`src/haws_pkg.sv`:
```
// Package: shared types and codes for the health-aware weighted selector.
package haws_pkg;

	localparam int MAX_ENTRIES = 8;
	localparam logic [15:0] RTT_UNKNOWN = 16'hFFFF;

	typedef enum logic [2:0] {
		OP_PICK    = 3'd0,
		OP_RACE    = 3'd1,
		OP_SUCCESS = 3'd2,
		OP_FAILURE = 3'd3,
		OP_RELEASE = 3'd4
	} op_t;

	typedef enum logic [2:0] {
		SEL_FIXED   = 3'd0,
		SEL_RR      = 3'd1,
		SEL_RANDOM  = 3'd2,
		SEL_RACE    = 3'd3,
		SEL_HEALTHY = 3'd4,
		SEL_LEAST   = 3'd5,
		SEL_WEIGHT  = 3'd6,
		SEL_SPARE   = 3'd7
	} sel_t;

	typedef enum logic [2:0] {
		REG_ENTRY_COUNT = 3'd0,
		REG_SEL_MODE    = 3'd1,
		REG_RACE_TRIES  = 3'd2,
		REG_MAX_FAIL    = 3'd3,
		REG_MIN_UNUSED  = 3'd4,
		REG_WEIGHTS     = 3'd5
	} reg_t;

	typedef enum logic [3:0] {
		ST_IDLE,
		ST_COUNT,
		ST_FILTER,
		ST_MOD,
		ST_SCAN,
		ST_WMOD,
		ST_WSCAN,
		ST_RACE1,
		ST_RACE2,
		ST_EMIT,
		ST_EVENT
	} state_t;

endpackage

```
`src/health_aware_weighted_selector.sv`:
```
// Top level: health-aware weighted pool selector with APB-style register port.
// Usage: pulse start while busy is low; the item is taken at that edge and busy rises,
// save on a race with max_picks zero or a mode code above 4. A pick or event reports
// one word on picked_index/last/entry_healthy, marked by valid for one cycle; a race
// pick reports up to eight words, one per cycle, the final one with last set. Results
// cannot be held off, so capture them when valid is high. One shared scan unit visits
// one entry per cycle, and a restoring modulo yields one quotient bit per cycle. The
// last word of a pick, race or event comes in the last cycle that busy is high. Entry
// state lives in flip-flops set at reset; there is no clearing pass.
module health_aware_weighted_selector
	import haws_pkg::*;
(
	input  logic        clk,
	input  logic        arst_n,
	input  logic        psel,
	input  logic        penable,
	input  logic        pwrite,
	input  logic [5:0]  paddr,
	input  logic [63:0] pwdata,
	output logic [63:0] prdata,
	output logic        pready,
	input  logic        start,
	output logic        busy,
	input  logic [2:0]  mode,
	input  logic [2:0]  entry_index,
	input  logic [15:0] rtt_sample_ms,
	input  logic        counts_as_active,
	input  logic [2:0]  random_start,
	input  logic [3:0]  max_picks,
	output logic        valid,
	output logic [2:0]  picked_index,
	output logic        last,
	output logic        entry_healthy
);

	localparam int IW = (MAX_ENTRIES > 1) ? $clog2(MAX_ENTRIES) : 1;
	localparam int CW = $clog2(MAX_ENTRIES + 1);
	localparam int RW = 16;
	localparam logic [RW-1:0] UNK = RTT_UNKNOWN;
	localparam int TW = CW + 8;   // total weight width

	// Register file
	logic [3:0]  entry_count_q, race_tries_q;
	logic [2:0]  selection_mode_q;
	logic [7:0]  max_failures_q, min_unused_q;
	logic [63:0] weights_packed_q;

	// Entry state
	logic [MAX_ENTRIES-1:0] healthy_q;
	logic [7:0]  fail_q   [MAX_ENTRIES];
	logic [RW-1:0] rtt_q  [MAX_ENTRIES];
	logic [15:0] active_q [MAX_ENTRIES];
	logic [31:0] rotate_q, wcount_q;

	state_t state_q, state_d;

	// Latched item
	logic [2:0]  op_q, idx_q;
	logic [15:0] smp_q;
	logic        act_q;
	logic [2:0]  rnd_q;
	logic [3:0]  lim_q;

	// Scan unit
	logic [CW-1:0] n_q;
	logic [IW-1:0] ptr_q;       // current entry
	logic [CW-1:0] steps_q;     // entries visited
	logic [CW-1:0] cnt_h_q, cnt_q_q, cnt_hq_q;
	logic          need_h_q, need_q_q;
	logic [IW-1:0] base_q;
	logic [RW-1:0] low_rtt_q;
	logic          found_q;
	logic [TW-1:0] total_q, sum_q;
	logic          wpass_q;     // weighted: 0 = total, 1 = select
	// Modulo unit
	logic [31:0]   dvd_q;
	logic [TW-1:0] rem_q, div_q;
	logic [5:0]    mbit_q;
	logic          mod_for_w_q;
	// Race / output queue
	logic [IW-1:0] pk_q [MAX_ENTRIES];
	logic [MAX_ENTRIES-1:0] mask_q;
	logic [CW-1:0] sel_q, emit_q;

	assign pready = 1'b1;
	assign busy   = (state_q != ST_IDLE);

	wire accept = start && !busy;
	wire wr     = psel && penable && pwrite;
	wire [2:0] ra = paddr[5:3];

	// Derived config
	logic [CW-1:0] n_use;
	always_comb begin
		if (entry_count_q == 4'd0) n_use = CW'(1);
		else if (32'(entry_count_q) > MAX_ENTRIES) n_use = CW'(MAX_ENTRIES);
		else n_use = CW'(entry_count_q);
	end

	function automatic logic [7:0] wt(input logic [63:0] w, input int i);
		logic [7:0] b;
		b = (i < 8) ? w[(i%8)*8 +: 8] : 8'd1;
		return (b == 8'd0) ? 8'd1 : b;
	endfunction

	// Current entry attributes
	logic cur_h, cur_qok, cur_ok;
	logic [RW-1:0] cur_rtt;
	logic [7:0] cur_w;
	always_comb begin
		cur_h   = healthy_q[ptr_q];
		cur_qok = (min_unused_q == 8'd0) || (active_q[ptr_q] < {8'd0, min_unused_q});
		cur_ok  = (!need_h_q || cur_h) && (!need_q_q || cur_qok);
		cur_rtt = rtt_q[ptr_q];
		cur_w   = 8'd1;
		for (int i = 0; i < MAX_ENTRIES; i++)
			if (ptr_q == IW'(i)) cur_w = wt(weights_packed_q, i);
	end

	wire [IW-1:0] ptr_nx = (32'(ptr_q) + 1 >= 32'(n_q)) ? '0 : ptr_q + IW'(1);
	wire scan_end = (steps_q + CW'(1) >= n_q);

	// Modulo step
	wire [TW:0] rem_sh = {rem_q, dvd_q[31]};
	wire        rem_ge = (rem_sh >= {1'b0, div_q});
	wire [TW:0] rem_nx = rem_ge ? rem_sh - {1'b0, div_q} : rem_sh;

	// Event arithmetic
	wire [IW-1:0] eidx = idx_q[IW-1:0];
	wire ev_ok = (CW'(idx_q) < n_q) && (32'(idx_q) < MAX_ENTRIES);
	wire [15:0] smp_sat = (smp_q >= UNK) ? UNK - 16'd1 : smp_q;
	wire [18:0] ewma = ({3'd0, rtt_q[eidx]} * 19'd7 + {3'd0, smp_sat}) >> 3;
	wire [7:0] fail_nx = (fail_q[eidx] == 8'hFF) ? 8'hFF : fail_q[eidx] + 8'd1;
	wire [3:0] rlim0 = (race_tries_q == 4'd0) ? 4'd1 : race_tries_q;
	wire [3:0] rlim1 = (rlim0 > lim_q) ? lim_q : rlim0;
	wire [3:0] rlim  = (32'(rlim1) > 32'(n_q)) ? 4'(n_q) : rlim1;

	// Health flag of the event's entry as it stands after the event
	logic ev_health;
	always_comb begin
		ev_health = (32'(idx_q) < MAX_ENTRIES) ? healthy_q[eidx] : 1'b1;
		if (ev_ok) begin
			case (op_q)
				OP_SUCCESS: ev_health = 1'b1;
				OP_FAILURE: if (fail_nx >= max_failures_q) ev_health = 1'b0;
				default: ;
			endcase
		end
	end

	always_comb begin
		state_d = state_q;
		case (state_q)
			ST_IDLE:
				if (accept) begin
					case (mode)
						OP_PICK: state_d = (n_use <= CW'(1)) ? ST_EMIT : ST_COUNT;
						OP_RACE: state_d = (max_picks == 4'd0) ? ST_IDLE : ST_COUNT;
						OP_SUCCESS, OP_FAILURE, OP_RELEASE: state_d = ST_EVENT;
						default: state_d = ST_IDLE;
					endcase
				end
			ST_COUNT:  if (scan_end) state_d = ST_FILTER;
			ST_FILTER: state_d = ST_MOD;
			ST_MOD:
				if (mbit_q == 6'd0) begin
					if (mod_for_w_q || (selection_mode_q == SEL_WEIGHT && op_q == OP_PICK))
						state_d = ST_WSCAN;
					else if (op_q == OP_RACE) state_d = ST_RACE1;
					else state_d = ST_SCAN;
				end
			ST_SCAN:
				if (scan_end || (cur_ok && selection_mode_q != SEL_LEAST &&
				    selection_mode_q != SEL_WEIGHT)) state_d = ST_EMIT;
			ST_WSCAN:
				if (!wpass_q) begin
					if (scan_end) state_d = ST_WMOD;
				end else if ((cur_ok && (rem_q < sum_q + TW'(cur_w))) || scan_end)
					state_d = ST_EMIT;
			ST_WMOD:   state_d = ST_MOD;
			ST_RACE1, ST_RACE2:
				if (sel_q >= CW'(lim_q) || (scan_end && state_q == ST_RACE2))
					state_d = ST_EMIT;
				else if (scan_end) state_d = ST_RACE2;
			ST_EMIT:   if (emit_q + CW'(1) >= sel_q) state_d = ST_IDLE;
			ST_EVENT:  state_d = ST_IDLE;
			default:   state_d = ST_IDLE;
		endcase
	end

	// Output word
	always_comb begin
		valid = 1'b0;
		picked_index = 3'(pk_q[emit_q[IW-1:0]]);
		last = (emit_q + CW'(1) >= sel_q);
		entry_healthy = healthy_q[pk_q[emit_q[IW-1:0]]];
		if (state_q == ST_EMIT) valid = 1'b1;
		if (state_q == ST_EVENT) begin
			valid = 1'b1;
			picked_index = idx_q;
			last = 1'b1;
			entry_healthy = ev_health;
		end
	end

	always_comb begin
		prdata = '0;
		case (ra)
			REG_ENTRY_COUNT: prdata = {60'd0, entry_count_q};
			REG_SEL_MODE:    prdata = {61'd0, selection_mode_q};
			REG_RACE_TRIES:  prdata = {60'd0, race_tries_q};
			REG_MAX_FAIL:    prdata = {56'd0, max_failures_q};
			REG_MIN_UNUSED:  prdata = {56'd0, min_unused_q};
			REG_WEIGHTS:     prdata = weights_packed_q;
			default:         prdata = '0;
		endcase
	end

	always_ff @(posedge clk or negedge arst_n) begin
		if (!arst_n) begin
			state_q <= ST_IDLE;
			entry_count_q <= 4'd1;
			selection_mode_q <= 3'd0;
			race_tries_q <= 4'd1;
			max_failures_q <= 8'd3;
			min_unused_q <= 8'd0;
			weights_packed_q <= 64'h0101010101010101;
			healthy_q <= '1;
			for (int i = 0; i < MAX_ENTRIES; i++) begin
				fail_q[i] <= '0;
				rtt_q[i] <= UNK;
				active_q[i] <= '0;
			end
			rotate_q <= '0;
			wcount_q <= '0;
			sel_q <= '0;
			emit_q <= '0;
		end else begin
			state_q <= state_d;
			if (wr) begin
				case (ra)
					REG_ENTRY_COUNT: entry_count_q <= pwdata[3:0];
					REG_SEL_MODE:    selection_mode_q <= pwdata[2:0];
					REG_RACE_TRIES:  race_tries_q <= pwdata[3:0];
					REG_MAX_FAIL:    max_failures_q <= pwdata[7:0];
					REG_MIN_UNUSED:  min_unused_q <= pwdata[7:0];
					REG_WEIGHTS:     weights_packed_q <= pwdata;
					default: ;
				endcase
			end
			case (state_q)
				ST_IDLE: if (accept) begin
					op_q <= mode; idx_q <= entry_index; smp_q <= rtt_sample_ms;
					act_q <= counts_as_active; rnd_q <= random_start; lim_q <= max_picks;
					n_q <= n_use;
					ptr_q <= '0; steps_q <= '0;
					cnt_h_q <= '0; cnt_q_q <= '0; cnt_hq_q <= '0;
					need_h_q <= 1'b0; need_q_q <= 1'b0;
					emit_q <= '0; sel_q <= CW'(1);
					mask_q <= '0; total_q <= '0; sum_q <= '0;
					wpass_q <= 1'b0; mod_for_w_q <= 1'b0; found_q <= 1'b0;
					pk_q[0] <= '0;
				end
				ST_COUNT: begin
					// Tally health, quota and joint passes, one entry a cycle
					if (cur_h) cnt_h_q <= cnt_h_q + CW'(1);
					if (cur_qok) cnt_q_q <= cnt_q_q + CW'(1);
					if (cur_h && cur_qok) cnt_hq_q <= cnt_hq_q + CW'(1);
					ptr_q <= ptr_nx; steps_q <= steps_q + CW'(1);
				end
				ST_FILTER: begin
					// Drop a filter that nothing passes; set up counter, random start or zero mod n
					if (op_q == OP_RACE) begin
						need_h_q <= (cnt_h_q != '0);
						need_q_q <= (min_unused_q != 8'd0) &&
							((cnt_h_q != '0) ? (cnt_hq_q != '0) : (cnt_q_q != '0));
						sel_q <= '0;
						rotate_q <= rotate_q + 32'(rlim);
						lim_q <= rlim;
					end else begin
						logic nh, nq;
						nh = (selection_mode_q == SEL_HEALTHY || selection_mode_q == SEL_LEAST);
						nq = (min_unused_q != 8'd0) && (selection_mode_q != SEL_FIXED);
						if (nh && ((nq ? cnt_hq_q : cnt_h_q) == '0)) nh = 1'b0;
						if (nq && ((nh ? cnt_hq_q : cnt_q_q) == '0)) nq = 1'b0;
						if (selection_mode_q == SEL_RACE || selection_mode_q == SEL_SPARE)
							nh = 1'b0;
						need_h_q <= nh; need_q_q <= nq;
						if (selection_mode_q == SEL_RR || selection_mode_q == SEL_HEALTHY ||
						    selection_mode_q == SEL_LEAST || selection_mode_q == SEL_RACE ||
						    selection_mode_q == SEL_SPARE)
							rotate_q <= rotate_q + 32'd1;
					end
					if (op_q == OP_PICK && selection_mode_q == SEL_RANDOM)
						dvd_q <= {29'd0, rnd_q};
					else if (op_q == OP_PICK && selection_mode_q == SEL_FIXED)
						dvd_q <= '0;
					else
						dvd_q <= rotate_q;
					rem_q <= '0; div_q <= TW'(n_q);
					// Weighted pick goes straight to the total pass
					mbit_q <= (op_q == OP_PICK && selection_mode_q == SEL_WEIGHT) ?
						6'd0 : 6'd32;
				end
				ST_MOD: begin
					if (mbit_q != 6'd0) begin
						// One quotient bit a cycle: remainder only
						rem_q <= rem_nx[TW-1:0];
						dvd_q <= {dvd_q[30:0], 1'b0};
						mbit_q <= mbit_q - 6'd1;
					end else begin
						steps_q <= '0;
						if (mod_for_w_q) begin
							ptr_q <= '0; wpass_q <= 1'b1; sum_q <= '0;
							wcount_q <= wcount_q + 32'd1;
						end else if (selection_mode_q == SEL_WEIGHT && op_q == OP_PICK &&
						             !wpass_q) begin
							ptr_q <= '0;
						end else begin
							ptr_q <= rem_q[IW-1:0];
							base_q <= rem_q[IW-1:0];
							pk_q[0] <= (selection_mode_q == SEL_FIXED) ? '0 : rem_q[IW-1:0];
						end
					end
				end
				ST_SCAN: begin
					if (selection_mode_q == SEL_FIXED) begin
						pk_q[0] <= '0;
					end else if (selection_mode_q == SEL_LEAST) begin
						if (cur_ok && (!found_q || cur_rtt < low_rtt_q)) begin
							pk_q[0] <= ptr_q; low_rtt_q <= cur_rtt; found_q <= 1'b1;
						end
					end else if (cur_ok) begin
						pk_q[0] <= ptr_q;
					end
					ptr_q <= ptr_nx; steps_q <= steps_q + CW'(1);
				end
				ST_WSCAN: begin
					if (!wpass_q) begin
						if (cur_ok) total_q <= total_q + TW'(cur_w);
					end else begin
						if (cur_ok) sum_q <= sum_q + TW'(cur_w);
						if (cur_ok && rem_q < sum_q + TW'(cur_w))
							pk_q[0] <= ptr_q;
						else if (scan_end)
							pk_q[0] <= IW'(n_q - CW'(1));
					end
					ptr_q <= ptr_nx; steps_q <= steps_q + CW'(1);
				end
				ST_WMOD: begin
					// All filtered totals are nonzero, so total mod is safe
					dvd_q <= wcount_q; rem_q <= '0; div_q <= total_q;
					mbit_q <= 6'd32; mod_for_w_q <= 1'b1;
				end
				ST_RACE1, ST_RACE2: begin
					if (sel_q < CW'(lim_q)) begin
						if ((state_q == ST_RACE1) ? cur_ok : !mask_q[ptr_q]) begin
							pk_q[sel_q[IW-1:0]] <= ptr_q;
							mask_q[ptr_q] <= 1'b1;
							sel_q <= sel_q + CW'(1);
						end
					end
					ptr_q <= scan_end ? base_q : ptr_nx;
					steps_q <= scan_end ? '0 : steps_q + CW'(1);
				end
				ST_EMIT: emit_q <= emit_q + CW'(1);
				ST_EVENT: if (ev_ok) begin
					case (op_q)
						OP_SUCCESS: begin
							fail_q[eidx] <= '0;
							healthy_q[eidx] <= 1'b1;
							rtt_q[eidx] <= (rtt_q[eidx] == UNK) ? smp_sat : ewma[15:0];
							if (act_q && active_q[eidx] != 16'hFFFF)
								active_q[eidx] <= active_q[eidx] + 16'd1;
						end
						OP_FAILURE: begin
							fail_q[eidx] <= fail_nx;
							if (fail_nx >= max_failures_q) healthy_q[eidx] <= 1'b0;
						end
						OP_RELEASE:
							if (active_q[eidx] != 16'd0) active_q[eidx] <= active_q[eidx] - 16'd1;
						default: ;
					endcase
				end
				default: ;
			endcase
		end
	end

endmodule
```
`config.mk`:
```
export PLATFORM = sky130hd
export DESIGN_NAME = health_aware_weighted_selector
export DESIGN_NICKNAME = d
export VERILOG_FILES = /design/src/haws_pkg.sv /design/src/health_aware_weighted_selector.sv
export SDC_FILE = /design/constraint.sdc
export NUM_CORES = 2
export LEC_CHECK = 0
export ABC_AREA = 1
export BUFFER_PORTS_ARGS = -buffer_cell sky130_fd_sc_hd__buf_2
export CORE_ASPECT_RATIO = 1.2
export CORE_MARGIN = 1
export CORE_UTILIZATION = 35
export CTS_CLUSTER_SIZE = 40
export DETAILED_ROUTE_END_ITERATION = 12
export PLACE_DENSITY = 0.52
export SLEW_MARGIN = 10
export SYNTH_ARGS = -nofsm -noshare
export SYNTH_HDL_FRONTEND = slang
export SYNTH_SLANG_ARGS = --single-unit
```
`constraint.sdc`:
```
create_clock -name clk -period 5.6 [get_ports clk]
set_clock_uncertainty 0.2 [all_clocks]
set_input_delay 0 -clock clk [delete_from_list [all_inputs] [get_ports clk]]
set_output_delay 0 -clock clk [all_outputs]
set_load 0.05 [all_outputs]
```
==> results by group <==
Clock network
  • Root Buffer: clkbuf_16
  • Clock slew at reported path FFs: 0.06 ns
  • Clk_lat worst skew: 0.69 ns
  • Htree depth: 3
  • Longest Clk Path Bufs: 3
  • CTS tree: done
  • Clock Sinks: 690
  • Cts bufs inserted: 81

Flow run
  • Max Cap Violations: 0

Power
  • Power density cells: slightly above 400 nW/µm²
  • Leak Pwr: 0.02204 µW
  • Peak VDD IR: about 0.31 mV
  • Total power: 19990 µW

GRT
  • Vias in the first global route: 35832
  • Congestion Overflow GR: 0
  • Global-route wire length before repair: 218.4 mm
  • Initial antenna violation count: 1
  • Largest net degree at the start of global routing: between 100 and 150
  • Aggregate global-route resource usage: 25.28%

Detailed routing
  • Wirelength per Cell: roughly 21 µm
  • Initial DRC count: 2903
  • Post-route ant nets: 0
  • DR vias: 36363
  • Vias per cell: 5.261
  • First-pass iteration count of the detailed router: 6
  • Routed WL: 144.9 mm
  • Drt drc: 0

STA
  • Worst slew margin: just under 20%
  • Setup-failing EPs final: 0
  • Slew @ Worst Pin: 1.199 ns
  • Final Hold Vio Count: 0
  • FMAX: 186.4 MHz
  • Fin. max-slew vios: 0
  • Unrepaired setup endpoints after global routing: yes
  • Crit share post-route: 95.81%
  • Tmin final: 5.365 ns

Final layout
  • Layout cells sized above 1: between 10% and 20%
  • Commonest non-fill, non-tap cell in the layout: nand2_1
  • Syn-to-layout area delta: 23.15%
  • Fin nets: 5632
  • Non-Filler Instances: 6912
  • Commonest non-fill, non-tap cells in the layout: 1458 x nand2_1, 574 x inv_1, 374 x nor2_1

Worst setup path
  • Slowest stage delay, CP: 0.48 ns
  • CP Data Arrival Time: 5.17 ns
  • Critical path startpoint category: flop
  • Slowest cell on crit path: edfxtp_1
  • CP endpoint: entry_healthy
  • Worst reg2reg endpoint: rtt_q[29]
  • Element type at the critical path end: output pin
  • Reg2reg start: eidx[2]
  • CP Max Fanout: 15
  • Path depth of the worst reg2reg path: 27
  • Critical Path Most Common Cell: nand2_1
  • FF-to-FF setup slack: 0.30 ns
  • Setup Crit Path Kind: reg2out
  • CP Data Required Time: 5.40 ns
  • Crit path launch: eidx[2]
  • Cell Chain, Critical Path: buf_4 -> nand3_1 -> inv_1 -> buf_6 -> a22oi_1 -> nand4_1 -> ha_1 -> nand2_1 -> nor2_1 -> nand3_1 -> nor2_1 -> nand2_1 -> inv_1 -> nor2_1 -> ha_1 -> inv_1 -> a21oi_1 -> o21ai_0 -> nand2_1 -> nand3_1 -> nand2_1 -> o21ai_0 -> nand4_1 -> buf_12

Synth
  • Seq/Total Area, Yosys: 47.04%
  • Ys async rst share: 71.74%
  • Synth Register Bits: just under 700
  • Synth warn: 0
  • Avg Inst Size Synth: 8.123 µm²
  • Post-Synthesis Cells: 4822
  • Number of synthesized flops with an enable pin: about 200
  • Top cells by area, synth: dfrtp_1 22%, edfxtp_1 15%, nand2_1 14%, dfstp_2 9.9%, inv_1 5.6%
  • Main synth FF type: dfrtp_1
  • Yosys cell types: 60
  • Yosys top cell by area: dfrtp_1
  • Synth top area share: 22.17%
  • Syn Std Cell Area: a little under 40000 µm²
  • Synth Net Count: 5109

Status
  • Run status: completed

Floorplan
  • Core region area: 111200 µm²
  • IO Pins: about 180
  • Die X: 307.4 µm
  • Die area: 113300 µm²
  • Initial Util: roughly a third
  • Row count: 134
  • DIE HEIGHT: 368.5 µm

Placed design
  • IO buf count: about 170
  • Placed Cells: 6497
  • RD Place Congestion: between 0.8 and 0.9
  • Detailed Place HPWL: 103.1 mm

Min path
  • HP Class: in2reg
-- what timing repair did --
item	4_1_cts	5_1_grt
gates resized for setup	4	63
endpoints found under the hold margin	425	0
endpoints found under the setup margin	9	98
pin swaps	1	15
hold buffers	238	0
setup buffers	4	19
-- synth_stat cells, types with 7 or more instances --
cell,n
dfrtp_1,347
o211ai_1,47
nand2_4,8
o21ai_0,348
clkbuf_1,125
o221ai_1,32
inv_1,583
xor2_1,82
nor4_1,20
o21ai_1,7
o22ai_1,63
clkinv_1,9
a22oi_1,46
a31oi_1,29
o21a_1,8
dfstp_2,148
a211oi_1,12
xnor2_1,26
nand3_1,158
a221oi_1,60
ha_1,148
nor2_1,383
a21oi_1,118
nor3_1,70
o2111ai_1,21
buf_2,26
nand2_1,1467
buf_4,9
edfxtp_1,195
nand4_1,94
buf_1,12
fa_1,33
or2_2,8
-- per-layer routing --
| layer | vias to the layer above | global-route usage [%] | share of wire (%) |
|---|---|---|---|
| met3 | 311 | 3.101 | 5.6 |
| met1 | 17712 | 31.76 | 41 |
| li1 | 17070 | - | - |
| met2 | 1270 | 43.74 | 49 |
| met5 | - | 0 | 0 |
| met4 | 0 | 10.38 | 3.8 |
-- state kept, by name, indices dropped and copies added, names as in the netlist, 6 cells and up, named ones only --
| name | flops |
|---|---|
| pk_q | 24 |
| rem_q | 12 |
| max_failures_q | 8 |
| weights_packed_q | 64 |
| rotate_q | 32 |
| low_rtt_q | 16 |
| total_q | 12 |
| div_q | 12 |
| active_q | 128 |
| min_unused_q | 8 |
| mask_q | 8 |
| mbit_q | 6 |
| dvd_q | 32 |
| sum_q | 12 |
| wcount_q | 32 |
| fail_q | 64 |
| rtt_q | 128 |
| smp_q | 16 |
-- worst max-delay path, delay by kind of cell (launching register included) --
family                     cells  cell delay (ns)
buffers and inverters          6             1.19
adders and majority gates      2             0.42
and+or+nand+nor               12             1.89
DFF                            1             0.48
AOI/OAI and AO/OA              4             0.50
-- worst min path at each step --
stage              start                   to  slack (ns)  cells past startpoint
2_1_floorplan     arst_n          active_q[0]       -0.50                      0
3_3_place_gp      arst_n         active_q[28]       -0.28                      1
3_5_place_dp      arst_n         active_q[28]       -0.28                      1
4_1_cts        pwdata[1]  weights_packed_q[1]       0.003                      4
5_1_grt        pwdata[1]  weights_packed_q[1]        0.06                      4
6_report       pwdata[0]      race_tries_q[0]        0.06                      4
-- cells by family after synthesis --
group                      share of synthesized area (%)
and+or+nand+nor                                    23.26
adders and majority gates                          6.414
muxes                                             0.1278
other                                           0.009573
DFF                                                47.04
buffers and inverters                              7.596
xor gates and xnor gates                           2.415
AOI/OAI and AO/OA                                  13.13
-- final cells by class --
type                            instances  area [µm²]
Sequential cell                       690       18430
Clock buffer                          110        2298
Multi-Input combinational cell       3361       18030
Antenna cell                            3       7.507
Inverter                              598        2273
Fill cell                           11094       62920
Clock inverter                         41       406.6
Tap cell                             1496        1872
Timing Repair Buffer                  613        4921
-- power breakdown --
group	leakage, µW	internal, µW	switching, µW	total (µW)
registers	0.00795	6060	519	6580
logic	0.0127	2650	5260	7910
clock network	0.00134	3170	2320	5490
-- per-stage QoR --
| step | util [%] | setup WS, ns | setup TNS [ns] | hold WS, ns | area [µm²] |
|---|---|---|---|---|---|
| after floorplan | - | 0.1430 | 0 | -0.4956 | 39170 |
| after global placement | 38.39 | -0.02568 | -0.2044 | -0.2774 | 42670 |
| after detailed placement | 38.39 | 0.001136 | 0 | -0.2751 | 42670 |
| after CTS | 43.03 | 0.02377 | 0 | 0.002563 | 47830 |
| after global routing | 43.39 | -0.02147 | -0.1136 | 0.05548 | 48240 |
| final | 43.40 | 0.2345 | 0 | 0.06246 | 48240 |
Note: power is estimated with default switching activity, not from simulation.
